[config.mk]
export PLATFORM = sky130hd
export DESIGN_NAME = nsl_scan
export DESIGN_NICKNAME = d
export VERILOG_FILES = /design/src/design/nsl_pkg.sv /design/src/design/nsl_scan.sv
export SDC_FILE = /design/constraint.sdc
export NUM_CORES = 1
export LEC_CHECK = 0
export ABC_AREA = 1
export BUFFER_PORTS_ARGS = -buffer_cell sky130_fd_sc_hd__buf_2
export CORE_MARGIN = 8
export CORE_UTILIZATION = 35
export DETAILED_ROUTE_END_ITERATION = 12
export PLACE_DENSITY = 0.65
export SYNTH_ARGS = -nofsm -noshare
export SYNTH_HDL_FRONTEND = slang
export SYNTH_SLANG_ARGS = --single-unit
[constraint.sdc]
create_clock -name clk -period 5.8 [get_ports clk]
set_input_delay 0 -clock clk [delete_from_list [all_inputs] [get_ports clk]]
set_output_delay 0 -clock clk [all_outputs]
set_load 0.03 [all_outputs]
[src/design/nsl_pkg.sv]
// shared types and constants for the nearest symbol lookup table
`default_nettype none

package nsl_pkg;

  localparam int TABLE_DEPTH_DEF = 128;
  localparam int ADDR_W          = 64;
  localparam int TAG_W           = 16;
  localparam int IN_DATA_W       = 80;
  localparam int OUT_DATA_W      = 152;

  // request kind carried on s_tuser
  localparam logic FUNC_REGISTER = 1'b0;
  localparam logic FUNC_LOOKUP   = 1'b1;

  typedef enum logic [1:0] {
    ST_IDLE,
    ST_SCAN,
    ST_DRAIN,
    ST_RESULT
  } state_t;

  // one stored symbol entry
  typedef struct packed {
    logic [TAG_W-1:0]  tag;
    logic [ADDR_W-1:0] start;
  } entry_t;

  // control from the sequencer to the scan unit
  typedef struct packed {
    logic clear;
    logic take;
  } scan_ctl_t;

  // best candidate so far
  typedef struct packed {
    logic              found;
    logic [ADDR_W-1:0] addr;
    logic [ADDR_W-1:0] off;
    logic [TAG_W-1:0]  tag;
  } best_t;

endpackage

`default_nettype wire

[src/design/nsl_scan.sv]
// compare unit that keeps the closest entry at or below the query
`default_nettype none

module nsl_scan
  import nsl_pkg::*;
(
  input  wire logic              clk,
  input  wire scan_ctl_t         ctl,
  input  wire logic [ADDR_W-1:0] query_in,
  input  wire entry_t            ent,
  output      best_t             best
);

  logic [ADDR_W-1:0] query;
  logic [ADDR_W-1:0] off;
  logic              below;
  logic              better;

  // candidate offset and ordering; strict less keeps the earliest entry on ties
  always_comb begin
    below  = (ent.start <= query);
    off    = query - ent.start;
    better = below && (!best.found || (off < best.off));
  end

  // query latch and best tracking
  always_ff @(posedge clk) begin
    if (ctl.clear) begin
      query      <= query_in;
      best.found <= 1'b0;
      best.addr  <= '0;
      best.off   <= '0;
      best.tag   <= '0;
    end else if (ctl.take && better) begin
      best.found <= 1'b1;
      best.addr  <= ent.start;
      best.off   <= off;
      best.tag   <= ent.tag;
    end
  end

endmodule

`default_nettype wire

==> impl_metrics.env, run 1 <==
export IMPL_crit_type="reg -> reg"
export IMPL_worst_pin_slew_ns=1.11
export IMPL_crit_family="simple AND/OR/NAND/NOR gates"
export IMPL_clk_path_buf_depth=3
export IMPL_drcViolationCount=0
export IMPL_start_util_pct=35.2
export IMPL_ys_types=37
export IMPL_ff2ff_setup_slack_ns=1.21
export IMPL_clkTransAtPathRegs_ns=0.06
export IMPL_cts_tree="built"
export IMPL_finalSetupViolCount=0
export IMPL_ir_drop_v=0.000169
export IMPL_maxSlewViolCount=0
export IMPL_timing_setup_tns_ns=0
export IMPL_routed_wl_um=53800
export IMPL_synth_edf_count=64
export IMPL_nets=3226
export IMPL_yosys_warnings=0
export IMPL_fin_skew_ns=0.0177
export IMPL_synth_seq_area_share_pct=29.6
export IMPL_dp_cells=3385
export IMPL_final_util_pct=43.9
export IMPL_clock_fmax_ghz=0.218
export IMPL_p_leak_nw=11.0
export IMPL_intPower_w=0.00346
export IMPL_cp_slowest_stage_delay_ns=0.52
export IMPL_clock_root_buffer="clkbuf_16"
export IMPL_dp_hpwl_um=41800
export IMPL_swShare_pct=39.4
export IMPL_run_status="completed"
export IMPL_syn_inst=2556
export IMPL_clock_sinks=209
export IMPL_grt_pass1_vias=15600
export IMPL_fp_dieH_um=232
export IMPL_endpoint_kind="flop"
export IMPL_crit_fanout=44
export IMPL_critPathSlowestCell="nor4_1"
export IMPL_syn_num_nets=2831
export IMPL_dr_pass1_iters=6
export IMPL_start_kind="flop"
export IMPL_drtIter0Drc=1075
export IMPL_antenna_found_initial=1
export IMPL_vias=16300
export IMPL_finalNonFillerCells=3580
export IMPL_die_w_um=232
export IMPL_cp_required_ns=6.28
export IMPL_grtUsageTotal_pct=19.4
export IMPL_slew_headroom_pct=25.8
export IMPL_io_buffers=291
export IMPL_clk_latency_ns=0.56
export IMPL_syn_area_per_cell_um2=6.37
export IMPL_clkPwrFrac_pct=29.6
export IMPL_seqPwrFrac_pct=30.8
export IMPL_wl_per_cell_um=15.0
export IMPL_path_buf_inv=3
export IMPL_finalCriticalPeriod_ns=4.59
export IMPL_power_density_nw_per_um2=281
export IMPL_place_congestion=0.977
export IMPL_hold_viol_final=0
export IMPL_hp_class="in -> reg"
export IMPL_cpMostUsedCell="nand2_1"
export IMPL_htree_num_levels=1
export IMPL_async_flop_share_pct=0
export IMPL_drv_cap=0
export IMPL_ios=292
export IMPL_vias_per_cell=4.56
export IMPL_fp_row_count=79
export IMPL_p_switching_w=0.00225
export IMPL_detail_route_antenna_nets=0
export IMPL_area_growth_synth_to_final_pct=24.7
export IMPL_overflow=0
export IMPL_p_comb_share_pct=39.5
export IMPL_period_share_pct=79.2
export IMPL_cts_made_buffers=27
export IMPL_grt_pass1_wl_um=84300
export IMPL_crit_arrival_ns=5.07
export IMPL_synth_top_flop_cell="dfxtp_1"
export IMPL_grt_max_degree=168
export IMPL_drive_gt1_share_pct=14.2
export IMPL_postCtsSetupRepairBufs=0
export IMPL_fp_coreArea_um2=46300
export IMPL_postSynthRegisterBits=209
export IMPL_synth_area_um2=16300
export IMPL_rsz0062_at_grt="false"
export IMPL_die_area_um2=53700
-- cell type report --
class / count / area (um2)
inverters: 524 / 1970
multi-input cells: 1745 / 8860
clock buffers: 35 / 726
repair buffers: 444 / 3020
well taps: 607 / 759
diodes: 2 / 5.00
fillers: 4901 / 25900
flip-flops and latches: 209 / 4820
clock inverters: 14 / 158
-- tightest hold or removal path: stages --
cell,delay (ns)
buf_2,0.10
buf_4,0.36
nor2_1,0.18
-- worst paths after layout --
path | start | endpoint | cells after the start
worst max-delay path | query[2] | best[115] | 28
worst min-delay path | ctl[1] | best[144] | 3
worst max register to register | query[2] | best[115] | 28
worst min register to register | best[13] | best[13] | 2
-- flip-flops by register name, summed over array words and instances, names as in the netlist --
name	flops
query	64
best	145
-- kinds of logic (layout without fill, tap and decap cells) --
logic type,after synthesis,after routing,synth area share (%)
flops,209,209,29.6
compound gates,255,255,9.38
fa+ha+maj,128,128,9.87
xor+xnor,38,38,2.04
simple gates,1324,1324,33.0
buf+inv,602,1017,16.1
other cells,0,2,0
-- Yosys cell counts (9+ instances only) --
cell type / n / share of area, %
clkbuf_1: 12 / 0.28
edfxtp_1: 64 / 12
inv_1: 518 / 12
buf_4: 12 / 0.55
nand2_1: 792 / 18
dfxtp_1: 145 / 18
a21oi_1: 167 / 5.1
nand3_1: 190 / 5.8
buf_6: 11 / 0.76
xor2_1: 21 / 1.1
a21oi_2: 61 / 3.3
nor3_1: 15 / 0.46
nand4_1: 9 / 0.35
o21ai_0: 15 / 0.46
buf_2: 18 / 0.55
nor2_1: 280 / 6.5
nand3b_1: 17 / 0.78
ha_1: 127 / 9.8
xnor2_1: 17 / 0.91
-- power by group through the flow --
stage               clock network, W  registers (W)  logic [W]
detailed placement                 0        0.00179    0.00217
global placement                   0        0.00179    0.00216
global route                 0.00179        0.00178    0.00254
CTS                          0.00174        0.00176    0.00225
floorplan                          0        0.00201    0.00137
finish                       0.00169        0.00176    0.00225
-- cells in the final DEF, fill, tap and decap left out, drive strengths merged --
| cell | netlist | final |
|---|---|---|
| nand3b | 17 | 17 |
| dlygate4sd3 | 0 | 144 |
| o21ai | 18 | 18 |
| nor2 | 288 | 288 |
| inv | 524 | 526 |
| and2 | 2 | 2 |
| nand2 | 797 | 797 |
| or2 | 1 | 1 |
| nor3 | 15 | 15 |
| nand4 | 9 | 9 |
| buf | 62 | 300 |
| o21a | 2 | 2 |
| dfxtp | 145 | 145 |
| a21o | 1 | 1 |
| nand3 | 192 | 192 |
| fa | 1 | 1 |
| clkinvlp | 0 | 2 |
| o21bai | 6 | 6 |
| edfxtp | 64 | 64 |
| xnor2 | 17 | 17 |
| clkinv | 0 | 7 |
| bufinv | 0 | 3 |
| a21oi | 228 | 228 |
| ha | 127 | 127 |
| nor4 | 2 | 2 |
| clkbuf | 12 | 35 |
| xor2 | 21 | 21 |
| and3 | 1 | 1 |
| diode | 0 | 2 |
-- routing by layer --
layer  GRT usage, %  share of wire, %  wire length [um]
met4           5.61               2.5              1360
met3           2.79               5.3              2830
met2           31.4                45             24000
met5              0                 0                 0
met1           26.4                48             25600
-- through the flow --
step / setup slack [ns] / instance area (um2) / power [W] / hold slack, ns
2_1_floorplan: 2.20 / 16300 / 0.00338 / 0.0724
3_3_place_gp: 1.33 / 18000 / 0.00394 / 0.178
3_5_place_dp: 1.35 / 18000 / 0.00395 / 0.178
4_1_cts: 1.33 / 20300 / 0.00575 / 0.131
5_1_grt: 0.782 / 20300 / 0.00611 / 0.148
6_report: 1.21 / 20300 / 0.00570 / 0.154
-- what timing repair did --
action / CTS / global route
resized for setup: 0 / 0
hold buffers: 144 / 0
hold endpoints to repair: 145 / 0
No activity file was read; power rests on OpenSTA's default activity.
==> inputs of run 2 (changes only) <==
--- a/config.mk
+++ b/config.mk
@@ -5,12 +5,12 @@
 export SDC_FILE = /design/constraint.sdc
 export NUM_CORES = 1
 export LEC_CHECK = 0
-export ABC_AREA = 1
+export ABC_AREA = 0
 export BUFFER_PORTS_ARGS = -buffer_cell sky130_fd_sc_hd__buf_2
 export CORE_MARGIN = 8
 export CORE_UTILIZATION = 35
 export DETAILED_ROUTE_END_ITERATION = 12
-export PLACE_DENSITY = 0.65
+export PLACE_DENSITY = 0.67
 export SYNTH_ARGS = -nofsm -noshare
 export SYNTH_HDL_FRONTEND = slang
 export SYNTH_SLANG_ARGS = --single-unit
==> constraint.sdc (replaced) <==
create_clock -name clk -period 4.3 [get_ports clk]
set_input_delay 0 -clock clk [delete_from_list [all_inputs] [get_ports clk]]
set_output_delay 0 -clock clk [all_outputs]
set_load 0.03 [all_outputs]
==> run 2 against run 1 <==
The run now ends with negative setup slack left. Flip-flop and latch count stayed put. Combinational power is 49% higher. Synthesized cell count is 45% lower. Hold slack worse by 0.13 ns. Clock-buffer cell count is 1 lower. Worst setup slack worse by 2.2 ns. First-iteration DRC count is 36% lower. Final area is 0.75% higher. Critical path depth is 4 lower. Global-route usage is 0.41 points higher. Sequential share of layout area is 0.18 points lower. Critical path type unchanged. Critical endpoint is now best[133]. Largest power group unchanged.
==> impl_metrics.env, run 2 <==
export IMPL_multiInputGateArea_um2=7780
export IMPL_die_area_um2=42800
export IMPL_fin_skew_ns=0.0247
export IMPL_regArea_um2=4820
export IMPL_hold_viol_final=0
export IMPL_r2r_start="query[4]"
export IMPL_cts_made_buffers=26
export IMPL_htree_num_levels=1
export IMPL_critPathSlowestCell="or4_4"
export IMPL_synth_compound_area_share_pct=15.0
export IMPL_synth_seq_area_share_pct=37.8
export IMPL_detail_route_antenna_nets=0
export IMPL_finalSetupViolCount=144
export IMPL_clock_fmax_ghz=0.188
export IMPL_worstHoldStart="ctl[1]"
export IMPL_ff2ff_setup_slack_ns=-1.02
export IMPL_io_buffers=291
export IMPL_dp_hpwl_um=31800
export IMPL_clock_root_buffer="clkbuf_16"
export IMPL_p_leak_nw=10.1
export IMPL_clkPwrFrac_pct=29.3
export IMPL_crit_start="query[4]"
export IMPL_nets=2408
export IMPL_crit_arrival_ns=5.73
export IMPL_drtIter0Drc=690
export IMPL_p_switching_w=0.00277
export IMPL_finalCriticalPeriod_ns=5.32
export IMPL_intPower_w=0.00528
export IMPL_syn_num_nets=1674
export IMPL_layout_common_cells="290 x buf_2, 288 x buf_4, 182 x nor2_1"
export IMPL_antenna_found_initial=0
export IMPL_drive_gt1_share_pct=35.6
export IMPL_fp_dieH_um=207
export IMPL_synthAdderAreaFrac_pct=12.6
export IMPL_clkTransAtPathRegs_ns=0.06
export IMPL_period_share_pct=124
export IMPL_async_flop_share_pct=0
export IMPL_fillers=3106
export IMPL_finalNonFillerCells=2622
export IMPL_cp_slowest_stage_delay_ns=0.52
export IMPL_overflow=0
export IMPL_synth_top_family_by_area="compound AO/OA/AOI/OAI gates"
export IMPL_syn_inst=1399
export IMPL_yosysTopAreaCell="dfxtp_1"
export IMPL_dp_cells=2384
export IMPL_vias_per_cell=4.89
export IMPL_ys_top_cells_by_count="190 x nor2_1, 148 x inv_1, 145 x dfxtp_1, 133 x mux2i_1, 127 x ha_1"
export IMPL_die_w_um=207
export IMPL_drcViolationCount=0
export IMPL_grt_pass1_vias=13300
export IMPL_maxSlewViolCount=0
export IMPL_largest_register_ffs=145
export IMPL_start_util_pct=35.2
export IMPL_synth_simple_area_share_pct=12.9
export IMPL_hp_class="in -> reg"
export IMPL_run_status="complete, but fails checks"
export IMPL_layout_commonest_cell="buf_2"
export IMPL_yosys_warnings=0
export IMPL_netlist_area_leader_share_pct=22.8
export IMPL_power_density_nw_per_um2=393
export IMPL_cpMostUsedCell="buf_4"
export IMPL_clk_latency_ns=0.57
export IMPL_vias=12800
export IMPL_cts_tree="built"
export IMPL_dr_pass1_iters=5
export IMPL_ir_drop_v=0.000341
export IMPL_yosysMostFrequentCell="nor2_1"
export IMPL_cp_required_ns=4.71
export IMPL_dp_slack_ns=-1.21
export IMPL_crit_chain="ha_4, o211ai_1, a21oi_1, o21ai_1, a211oi_2, buf_4, o311ai_2, buf_4, a2111oi_4, buf_4, o21ai_4, o21a_1, xnor2_1, ha_1, nand4_1, nor2_2, nand2_2, or4_4, o31a_1, buf_6, nand2_8, buf_16, mux2i_2, nor2_1"
export IMPL_grt_max_degree=101
export IMPL_place_congestion=0.891
export IMPL_synthXorXnorAreaFrac_pct=4.25
export IMPL_seqPwrFrac_pct=28.9
export IMPL_max_flop_register="best"
export IMPL_synth_top_flop_cell="dfxtp_1"
export IMPL_fin_ws_ns=-1.02
export IMPL_grt_pass1_wl_um=67900
export IMPL_violations="negative setup slack"
export IMPL_drv_cap=0
export IMPL_area_growth_synth_to_final_pct=60.5
export IMPL_crit_fanout=8
export IMPL_ys_types=71
export IMPL_slew_headroom_pct=46.7
export IMPL_worst_pin_slew_ns=0.799
export IMPL_wl_per_cell_um=17.5
export IMPL_rsz0062_at_grt="true"
export IMPL_final_util_pct=56.5
export IMPL_start_kind="flop"
export IMPL_endpoint_kind="flop"
export IMPL_synth_edf_count=64
export IMPL_crit_type="reg -> reg"
export IMPL_synth_area_um2=12800
export IMPL_p_comb_share_pct=41.8
export IMPL_postSynthRegisterBits=209
export IMPL_clock_sinks=209
export IMPL_syn_area_per_cell_um2=9.12
export IMPL_fp_row_count=70
export IMPL_synthMuxAreaShare_pct=10.4
export IMPL_clk_path_buf_depth=3
export IMPL_routed_wl_um=46000
export IMPL_synth_area_leaders="dfxtp_1 23%, edfxtp_1 15%, ha_1 12%, mux2i_1 10%, nor2_1 5.6%"
export IMPL_reg_top3="best: 145 flops, query: 64 flops"
export IMPL_ios=292
export IMPL_swShare_pct=34.5
export IMPL_grtUsageTotal_pct=19.8
export IMPL_fp_coreArea_um2=36300
[run 2: cell count changes after synthesis, moves of 63 or more]
cell and delta:
inv_1 -370, nand2_1 -717, nor2_1 -90, nand3_1 -174
mux2i_1 +133, a21oi_1 -63
[run 2: cell families (layout without fill, tap and decap cells)]
kind of cell	Yosys count	after routing
other	0	1
AO/OA/AOI/OAI	292	292
XOR/XNOR	61	61
multiplexers	133	133
buffers and inverters	204	956
adder cells (fa/ha/maj)	128	128
AND/OR/NAND/NOR	372	374
flip-flops	209	209
[run 2: worst paths after layout]
check / end / depth (start not counted)
setup / recovery: best[133] / 24
setup reg to reg: best[133] / 24
hold reg to reg: best[54] / 2
hold / removal: best[107] / 2
[run 2: critical path: cells and delay by family (launching register included)]
| kind | cells | cell delay [ns] |
|---|---|---|
| flops | 1 | 0.43 |
| fa+ha+maj | 2 | 0.64 |
| xor+xnor | 1 | 0.13 |
| mux | 1 | 0.22 |
| simple gates | 6 | 1.05 |
| compound gates | 9 | 1.79 |
| buf+inv | 5 | 0.90 |
[run 2: final cells by class]
| type | count | share of cell area (%) |
|---|---|---|
| antenna | 1 | 0.0122 |
| clock buffer | 34 | 3.58 |
| clock inverter | 14 | 0.947 |
| inverter | 148 | 2.71 |
| multi-input combinational | 988 | 38.0 |
| sequential | 209 | 23.6 |
| tap | 468 | 2.86 |
| timing repair buffer | 760 | 28.3 |
[run 2: layer usage]
metal / track usage [%] / share of wire [%]
met1: 23.8 / 42
met2: 35.1 / 49
met3: 3.96 / 5.5
met4: 5.97 / 3.4
met5: 0 / 0
[run 2: power by group through the flow]
stage               Combinational [W]  Sequential (W)  Clock, W
detailed placement            0.00284         0.00236         0
global placement              0.00279         0.00235         0
CTS                           0.00311         0.00232   0.00240
global route                  0.00365         0.00235   0.00248
floorplan                     0.00147         0.00260         0
finish                        0.00336         0.00233   0.00236
[run 2: through the flow]
step	TNS (ns)	total power, W	hold slack (ns)	instance area [um2]
2_1_floorplan	-52.48	0.00407	0.0989	12900
5_1_grt	-162.21	0.00848	0.0647	20500
3_5_place_dp	-154.14	0.00520	0.178	16800
4_1_cts	-133.68	0.00783	0.0413	19700
6_report	-133.01	0.00805	0.0238	20500
3_3_place_gp	-155.62	0.00514	0.178	16800
[run 2: what timing repair did]
| action | CTS | global route |
|---|---|---|
| gates resized for setup | 55 | 74 |
| hold buffers | 144 | 0 |
| buffers inserted | 19 | 12 |
| setup endpoints to repair | 144 | 144 |
| gates cloned | 5 | 10 |
| endpoints found under the hold margin | 145 | 0 |
| pin swaps | 32 | 35 |
